<file path="src/rtl/mpq_pkg.sv">
// mpq_pkg: shared constants and types for the ready queue scheduler
// no dependencies
package mpq_pkg;
	localparam int unsigned QUEUE_DEPTH = 32;
	localparam int unsigned THREADS = 16;
	localparam int unsigned TW = 5;
	localparam int unsigned DW = 16;
	localparam int unsigned VW = 48;
	localparam logic [VW-1:0] VR_MAX = {VW{1'b1}};

	typedef enum logic [1:0] {
		POL_FCFS = 2'd0,
		POL_SJF  = 2'd1,
		POL_PRIO = 2'd2,
		POL_VRT  = 2'd3
	} policy_t;

	typedef enum logic [1:0] {
		ST_OK    = 2'd0,
		ST_FULL  = 2'd1,
		ST_EMPTY = 2'd2
	} status_t;

	typedef struct packed {
		logic [TW-1:0] thread;
		logic [DW-1:0] index;
		logic [DW-1:0] length;
	} entry_t;
endpackage

</file>
<file path="src/rtl/multi_policy_ready_queue_scheduler.sv">
// multi_policy_ready_queue_scheduler: ready queue with four dispatch policies
// queue entries and per-thread virtual runtimes live in synchronous memories
// depends on mpq_pkg
//
// channel  dir  handshake           payload
// in       in   in_valid/in_stall   kind thread_id burst_index burst_length
// out      out  out_valid/out_stall status sel_thread sel_index sel_length sel_vruntime
// cfg      in   cfg_we              cfg_wdata (policy)
//
// enqueue: the beat is written in idle and its result is held in the output state.
// dispatch: a scan of every queued entry (queue read, vruntime read, compare), then
// fetch of the chosen entry, multiply and the saturating update, a read and a write
// per entry behind the chosen one for the compaction plus a final check, then the
// output and idle states. one item at a time; the result sits in an output register
// and the next beat is taken once it has been delivered, so result stalls hold it off.
// reset clears control, occupancy and the per-thread valid bits.
module multi_policy_ready_queue_scheduler #(
	parameter int unsigned QUEUE_DEPTH = mpq_pkg::QUEUE_DEPTH,
	parameter int unsigned THREADS = mpq_pkg::THREADS
) (
	input  logic clk,
	input  logic arst_n,
	input  logic cfg_we,
	input  logic [1:0] cfg_wdata,
	input  logic in_valid,
	output logic in_stall,
	input  logic kind,
	input  logic [4:0] thread_id,
	input  logic [15:0] burst_index,
	input  logic [15:0] burst_length,
	output logic out_valid,
	input  logic out_stall,
	output logic [1:0] status,
	output logic [4:0] sel_thread,
	output logic [15:0] sel_index,
	output logic [15:0] sel_length,
	output logic [47:0] sel_vruntime
);
	localparam int unsigned AW = (QUEUE_DEPTH > 1) ? $clog2(QUEUE_DEPTH) : 1;
	localparam int unsigned CW = $clog2(QUEUE_DEPTH + 1);
	localparam int unsigned HW = (THREADS > 1) ? $clog2(THREADS) : 1;
	localparam int unsigned VW = mpq_pkg::VW;

	typedef enum logic [10:0] {
		S_IDLE  = 11'b00000000001,
		S_SRD   = 11'b00000000010,
		S_SVR   = 11'b00000000100,
		S_SCMP  = 11'b00000001000,
		S_GET   = 11'b00000010000,
		S_GVR   = 11'b00000100000,
		S_MUL   = 11'b00001000000,
		S_UPD   = 11'b00010000000,
		S_CRD   = 11'b00100000000,
		S_CWR   = 11'b01000000000,
		S_OUT   = 11'b10000000000
	} state_t;

	state_t state_q;
	logic [1:0] policy_q;
	logic [CW-1:0] occ_q;
	logic [CW-1:0] idx_q;
	logic [AW-1:0] best_q;
	logic [VW-1:0] bkey_q;
	logic [THREADS-1:0] vr_valid_q;

	mpq_pkg::entry_t qmem [QUEUE_DEPTH];
	logic [VW-1:0] vmem [THREADS];
	mpq_pkg::entry_t qrd_q;
	logic [VW-1:0] vrd_q;
	logic q_we;
	logic [AW-1:0] q_wa, q_ra;
	mpq_pkg::entry_t q_wd;
	logic v_we;
	logic [HW-1:0] v_wa, v_ra;
	logic [VW-1:0] v_wd;
	logic vrd_ok_q;

	mpq_pkg::entry_t sel_q;
	logic [VW-1:0] vr_q;
	logic [VW:0] add_q;
	logic [1:0] st_q;

	function automatic logic tvalid(input logic [4:0] t);
		return (t >= 5'd1) && ({27'd0, t} <= 32'(THREADS));
	endfunction

	always_ff @(posedge clk) begin
		if (q_we) qmem[q_wa] <= q_wd;
		qrd_q <= qmem[q_ra];
		if (v_we) vmem[v_wa] <= v_wd;
		vrd_q <= vmem[v_ra];
	end

	logic [4:0] cur_t;
	logic [HW-1:0] t_addr;
	assign cur_t = (state_q == S_SVR || state_q == S_GVR) ? qrd_q.thread : sel_q.thread;
	assign t_addr = HW'(cur_t - 5'd1);

	logic [VW-1:0] key;
	always_comb begin
		case (policy_q)
			mpq_pkg::POL_SJF:  key = VW'(qrd_q.length);
			mpq_pkg::POL_PRIO: key = VW'(qrd_q.thread);
			mpq_pkg::POL_VRT:  key = vrd_ok_q ? vrd_q : '0;
			default:           key = '0;
		endcase
	end

	always_comb begin
		q_we = 1'b0;
		q_wa = idx_q[AW-1:0];
		q_wd = qrd_q;
		q_ra = idx_q[AW-1:0];
		v_we = 1'b0;
		v_wa = t_addr;
		v_wd = (vr_q > mpq_pkg::VR_MAX - add_q[VW-1:0]) ? mpq_pkg::VR_MAX
			: VW'(VW'(vr_q) + add_q[VW-1:0]);
		v_ra = t_addr;
		if (state_q == S_IDLE) begin
			q_wa = occ_q[AW-1:0];
			q_wd = '{thread: thread_id, index: burst_index, length: burst_length};
			q_we = in_valid && !in_stall && !kind && (occ_q < CW'(QUEUE_DEPTH));
		end
		if (state_q == S_GET) q_ra = best_q;
		if (state_q == S_CWR) begin
			q_we = 1'b1;
			q_wa = AW'(idx_q - CW'(1));
		end
		if (state_q == S_UPD) v_we = tvalid(sel_q.thread);
	end

	assign in_stall = (state_q != S_IDLE);
	assign out_valid = (state_q == S_OUT);
	assign status = st_q;
	assign sel_thread = sel_q.thread;
	assign sel_index = sel_q.index;
	assign sel_length = sel_q.length;
	assign sel_vruntime = vr_q;

	always_ff @(posedge clk or negedge arst_n) begin
		if (!arst_n) begin
			state_q <= S_IDLE;
			policy_q <= 2'd0;
			occ_q <= '0;
			idx_q <= '0;
			best_q <= '0;
			bkey_q <= '0;
			vr_valid_q <= '0;
			vrd_ok_q <= 1'b0;
			sel_q <= '0;
			vr_q <= '0;
			add_q <= '0;
			st_q <= 2'd0;
		end else begin
			if (cfg_we) policy_q <= cfg_wdata;
			unique case (state_q)
				S_IDLE: begin
					if (in_valid) begin
						sel_q <= '0;
						vr_q <= '0;
						idx_q <= '0;
						if (!kind) begin
							if (occ_q < CW'(QUEUE_DEPTH)) begin
								st_q <= mpq_pkg::ST_OK;
								occ_q <= occ_q + CW'(1);
							end else st_q <= mpq_pkg::ST_FULL;
							state_q <= S_OUT;
						end else if (occ_q == '0) begin
							st_q <= mpq_pkg::ST_EMPTY;
							state_q <= S_OUT;
						end else begin
							st_q <= mpq_pkg::ST_OK;
							state_q <= S_SRD;
						end
					end
				end
				S_SRD: state_q <= S_SVR;
				S_SVR: begin
					vrd_ok_q <= tvalid(qrd_q.thread) && vr_valid_q[t_addr];
					state_q <= S_SCMP;
				end
				S_SCMP: begin
					if (idx_q == '0 || key < bkey_q) begin
						bkey_q <= key;
						best_q <= idx_q[AW-1:0];
					end
					if (idx_q + CW'(1) < occ_q) begin
						idx_q <= idx_q + CW'(1);
						state_q <= S_SRD;
					end else state_q <= S_GET;
				end
				S_GET: state_q <= S_GVR;
				S_GVR: begin
					sel_q <= qrd_q;
					state_q <= S_MUL;
				end
				S_MUL: begin
					vr_q <= (tvalid(sel_q.thread) && vr_valid_q[t_addr]) ? vrd_q : '0;
					add_q <= (VW+1)'({16'd0, sel_q.length}
						* {22'd0, 10'd7 + 10'd3 * {5'd0, sel_q.thread}});
					state_q <= S_UPD;
				end
				S_UPD: begin
					if (tvalid(sel_q.thread)) vr_valid_q[t_addr] <= 1'b1;
					idx_q <= CW'(best_q) + CW'(1);
					state_q <= S_CRD;
				end
				S_CRD: begin
					if (idx_q < occ_q) state_q <= S_CWR;
					else begin
						occ_q <= occ_q - CW'(1);
						state_q <= S_OUT;
					end
				end
				S_CWR: begin
					idx_q <= idx_q + CW'(1);
					state_q <= S_CRD;
				end
				S_OUT: if (!out_stall) state_q <= S_IDLE;
				default: state_q <= S_IDLE;
			endcase
		end
	end
endmodule

</file>
<file path="config.mk">
export PLATFORM = sky130hd
export DESIGN_NAME = multi_policy_ready_queue_scheduler
export DESIGN_NICKNAME = d
export VERILOG_FILES = /design/src/rtl/mpq_pkg.sv /design/src/rtl/multi_policy_ready_queue_scheduler.sv
export SDC_FILE = /design/constraint.sdc
export NUM_CORES = 2
export LEC_CHECK = 0
export BUFFER_PORTS_ARGS = -buffer_cell sky130_fd_sc_hd__buf_2
export CORE_MARGIN = 2
export CORE_UTILIZATION = 50
export DETAILED_ROUTE_END_ITERATION = 16
export GPL_TIMING_DRIVEN = 0
export PLACE_DENSITY = 0.68
export SLEW_MARGIN = 30
export SYNTH_ARGS = -nofsm -noshare
export SYNTH_HDL_FRONTEND = slang
export SYNTH_SLANG_ARGS = --single-unit
</file>
<file path="constraint.sdc">
create_clock -name clk -period 5.5 [get_ports clk]
set_clock_uncertainty 0.2 [all_clocks]
set_input_delay 1.1 -clock clk [delete_from_list [all_inputs] [get_ports clk]]
set_output_delay 1.1 -clock clk [all_outputs]
set_load 0.03 [all_outputs]
</file>
Yosys cells after proc, flatten, opt, wreduce, memory -nomap -nowiden. Memories as Yosys holds them, arrays and structs flattened. A register that Yosys moved wholly into a read port is not among the register bits. Cells that the tools add are included.

Bits in writable memories: 1952. Input port bits: 45. Word-level logic and storage cells: 129. Memories kept: 2. Bits in registers: 208. Output and inout bits: 89.

Memories: qmem (depth 32, bits a word 37, read ports 1, clocked after Yosys merged registers in 1, wr ports 1, RTL line multi_policy_ready_queue_scheduler.sv:66) `mpq_pkg::entry_t qmem [QUEUE_DEPTH];`; vmem (depth 16, bits a word 48, read ports 1, clocked after Yosys merged registers in 1, wr ports 1, RTL line multi_policy_ready_queue_scheduler.sv:67) `logic [VW-1:0] vmem [THREADS];`.

$lt $le $gt $ge: 11. Reductions and logical operators: 27. Multiply operators: 2. Eq/ne operators: 21. Bitwise operators: 1. Mux-type cells: 42. $add $sub $neg: 9.

Operators with widths (number): $mux W48 (4); $pmux W48 S3 (1); $pmux W11 S10 (1); $pmux W48 S2 (1); $mux W37 (2); $pmux W37 S2 (1); $mux W11 (5); $add A48 B26 Y48 (1); $gt A48 B48 Y1 (1); $lt A48 B48 Y1 (1); $mux W6 (6); $sub A1 B27 Y28 const A (1); $mul A16 B8 Y24 (1); $pmux W6 S4 (1); $mux W5 (4); $or A16 B16 Y16 (1); $add A6 B1 Y6 const B (2); $logic_not A6 Y1 (2); $lt A6 B6 Y1 (2); $pmux W6 S2 (1); $reduce_and A2 Y1 (6); $eq A11 B1 Y1 const B (1); $eq A11 B10 Y1 const B (1); $eq A11 B11 Y1 const B (1); other kinds (37) (65).

Logic depth before layout (Yosys ltp).
Depth after elaboration: 9. Gate-level depth with buffers: 27. Gate-level depth less buffers: 27.

Worst setup path after synthesis. OpenSTA, ideal clock, no wires.

Kind: flip-flop to flip-flop. Start: reg sel_q (netlist bit sel_thread[1]). End: reg add_q[22]. Required time: 5.166 ns. Cell stages (with the launch flop): 26. Period minus slack after synthesis: 6.335 ns. Data arrival time: 6.001 ns. Setup time: 0.134 ns. Buffers on the path: 1. Setup slack: -0.835 ns. Path through: dfrtp_1 inv_1 ha_1 inv_1 ha_1 a21oi_1 nor2_1 nor2_1 o21bai_1 a21oi_1 clkbuf_1 nor2b_1 ha_1 fa_1 fa_1 inv_1 fa_1 inv_1 ha_1 and3_1 a311oi_1 o211ai_1 o221a_2 a211oi_1 xor2_1 o21ai_0.

Word-level cells in the longest chain between the ends: 3.

RTL lines: start, declared (RTL line multi_policy_ready_queue_scheduler.sv:78) `mpq_pkg::entry_t sel_q;`; start signal, assigned (RTL line multi_policy_ready_queue_scheduler.sv:194) `sel_q <= qrd_q;`; $mul A2 B5 Y7 (RTL line multi_policy_ready_queue_scheduler.sv:200) `* {22'd0, 10'd7 + 10'd3 * {5'd0, sel_q.thread}});`; $add A3 B7 Y8 (RTL line multi_policy_ready_queue_scheduler.sv:200); $mul A16 B8 Y24 (RTL line multi_policy_ready_queue_scheduler.sv:200); end signal, assigned (RTL line multi_policy_ready_queue_scheduler.sv:199) `add_q <= (VW+1)'({16'd0, sel_q.length}`; end, declared (RTL line multi_policy_ready_queue_scheduler.sv:80) `logic [VW:0] add_q;`.

No other way between the ends. A chain may end at the register's enable or synchronous reset.

Final worst setup path.
Start: reg sel_q (netlist bit sel_thread[1]). End: reg add_q[20].

The elaborated chain is that of the path after synthesis.

==> flow_summary.ini <==
[floorplanning]
die_area_um2 = 191000
io_pins = 134
die_w_um = 437
start_util = 0.504
row_count = 158
die_h_um = 437
core_um2 = 186000

[yosys]
synth_flop_cell = edfxtp_1
synth.distinct_cells = 85
yosys_warnings = 0
synth-edff-count = 1952
yosysSeqAreaShare = 0.699
syn_area_per_cell_um2 = 14.8
synth_area_leaders = edfxtp_1, dfrtp_1, nand2_1
synth_commonest_cells = edfxtp_1, nand2_1, nand3_1, a31oi_1, dfrtp_1
postSynthCellCount = 6333
synthArstFlopShare = 0.0918
netlist_area_um2 = 93700
ys_ff_latch = 2243
synth_top_cell_area_share = 0.626
synth_area_leader_cell = edfxtp_1
synth.most_common_cell = edfxtp_1
syn-num-nets = 6614

[drt]
dr.pass1.iters = 8
drc = 0
ant_nets = 0
avgViaCountPerCell = 6.28
post_drt_wl_per_cell_um = 29.5
num_vias = 59900
drt_iter0_markers = 8810
wirelength_um = 282000

[setup_path]
r2r_cells = 26
crit-reg2reg-launch = sel_thread[1]
path_buf_inv = 9
slowest_stage = fa_1
end_kind = flop
critPathLaunchType = flop
cp_common_cell = fa_1
critical_path_class = reg -> reg
cp.arrival_ns = 6.60
cp_top_family = adder cells
rrSetupSlack_ns = -0.59
crit_fanout = 7
required_ns = 6.01
crit-reg2reg-capture = add_q[20]
slowest_delay_ns = 0.54

[layout]
drive_gt1_frac = 0.186
area_growth_pct = 17.3
finalInstanceArea_um2 = 110000
finalNonFillerCells = 9550
fin_nets = 7153

[sta]
post-route-min-period_ns = 6.09
whs_ns = 0.225
relSlewSlack = 0.262
fmax_mhz = 164
worst_slack_ns = -0.586
slew_violations = 0
final_hold_viol_count = 0
tightest_slew_ns = 1.11
rsz0062_at_grt = true
finalSetupViolations = 13
fin_crit_sh = 1.11

[pwr]
clkPwrFrac = 0.387
pwr-share-seq = 0.515
p_switching_w = 0.00974
internal_power_w = 0.0294
peakVddDrop_uv = 399
switching_share = 0.249
power.density_nw_per_um2 = 356
p_comb_frac = 0.098
p_leak_nw = 36.6

[hold_path]
min_path_type = in -> reg
hold_depth = 2
holdCritStartpoint = kind
hold_end = status[0]

[global_route]
grt_first_pass_wirelength_um = 402000
grt_max_degree = 80
grt_pass1_vias = 58300
grt-ovfl-total = 0
antenna_found_initial = 7
grtUsageTotal = 0.291

[clocking]
path_clk_slew_ns = 0.07
clockBufferDepth = 3
cts.sinks = 2243
cts_tree = built
cts-root-buf = clkbuf_16
clk_latency_ns = 0.90
cts_made_buffers = 217
cts-htree-levels = 4

[placed_design]
io_buffers = 133
placed_area_um2 = 102000
gp_congestion = 0.888
placed_cells = 9081
hpwl_um = 196000

[flow_run]
max-cap-violations = 0

[run_status]
outcome = finished, violations left
violations = setup timing
-- state kept, by name, summed over array words and instances (netlist names), 16 cells and up --
register	count
qmem	1184
sel_index	16
sel_vruntime	48
vrd_q	48
sel_length	16
vr_valid_q	16
qrd_q	37
bkey_q	48
vmem	768
add_q	24
-- power groups by stage --
stage | logic (W) | clock network (W) | registers (W)
6_report | 0.00383 | 0.0151 | 0.0201
5_1_grt | 0.00402 | 0.0158 | 0.0201
4_1_cts | 0.00372 | 0.0152 | 0.0201
3_5_place_dp | 0.00369 | 0 | 0.0205
3_3_place_gp | 0.00321 | 0 | 0.0205
2_1_floorplan | 0.00195 | 0 | 0.0205
-- layout make-up --
type / count / area (µm²)
Antenna cell: 2 / 5.00
Buffer: 344 / 1770
Clock buffer: 288 / 5970
Clock inverter: 127 / 1310
Fill cell: 13900 / 75900
Inverter: 193 / 737
Multi-Input combinational cell: 3552 / 26800
Sequential cell: 2243 / 65500
Tap cell: 2480 / 3100
Timing Repair Buffer: 321 / 4670
-- cells in the final DEF, fill, tap and decap left out, drive strengths merged, types with 18 or more instances in the layout --
cell,count
edfxtp,1952
nand2,1193
clkbuf,488
buf,464
nand3,334
a31oi,213
dfrtp,205
inv,201
mux4,192
and2,170
mux2i,165
ha,164
a32oi,148
o21ai,113
mux2,101
nor2,91
clkinv,90
dfxtp,85
fa,72
a21oi,70
a211oi,61
a22o,59
nor2b,46
nor4,46
xor2,35
nand4,30
xnor2,25
a21o,23
or2,21
o21a,20
and3,19
bufinv,18
-- through the flow --
stage | total power, W | setup WS (ns) | utilization | TNS (ns)
2_1_floorplan | 0.0224 | -0.172 | - | -0.332
3_3_place_gp | 0.0237 | -3.77 | 0.526 | -5359.65
3_5_place_dp | 0.0242 | -1.15 | 0.548 | -59.08
4_1_cts | 0.0390 | -0.579 | 0.590 | -4.86
5_1_grt | 0.0400 | -0.780 | 0.591 | -8.11
6_report | 0.0391 | -0.586 | 0.591 | -5.09
-- metal layers --
layer,up-vias,share of wire,GRT usage
li1,25000,-,-
met5,-,0,0
met4,0,0.050,0.130
met2,3823,0.45,0.439
met1,30500,0.39,0.407
met3,647,0.12,0.0639
-- logic make-up (layout without fill, tap and decap cells) --
| family | after synthesis | after routing | share of synthesized area |
|---|---|---|---|
| simple gates | 2013 | 2013 | 0.0973 |
| flops | 2243 | 2243 | 0.699 |
| mux | 458 | 458 | 0.0761 |
| buf+inv | 538 | 1273 | 0.0258 |
| other cells | 0 | 2 | 0 |
| compound gates | 785 | 785 | 0.0588 |
| fa+ha+maj | 236 | 236 | 0.0373 |
| xor+xnor | 60 | 60 | 0.00569 |
-- what timing repair did --
item,in CTS,in global routing
endpoints found under the setup margin,86,278
pin swaps,34,27
endpoints found under the hold margin,14,0
resized for setup,54,48
hold buffers,1,0
setup buffers,28,23
-- worst max path at each step --
stage	from	endpoint	slack (ns)	cells after the start
after floorplan	sel_thread[2]	add_q[22]	-0.17	24
after global placement	state_q[7]	vr_valid_q[14]	-3.77	13
after detailed placement	policy_q[1]	best_q[1]	-1.15	15
after CTS	sel_thread[1]	add_q[22]	-0.58	25
after global routing	sel_thread[1]	add_q[22]	-0.78	25
final	sel_thread[1]	add_q[20]	-0.59	26
(Power assumes the default switching activity.)
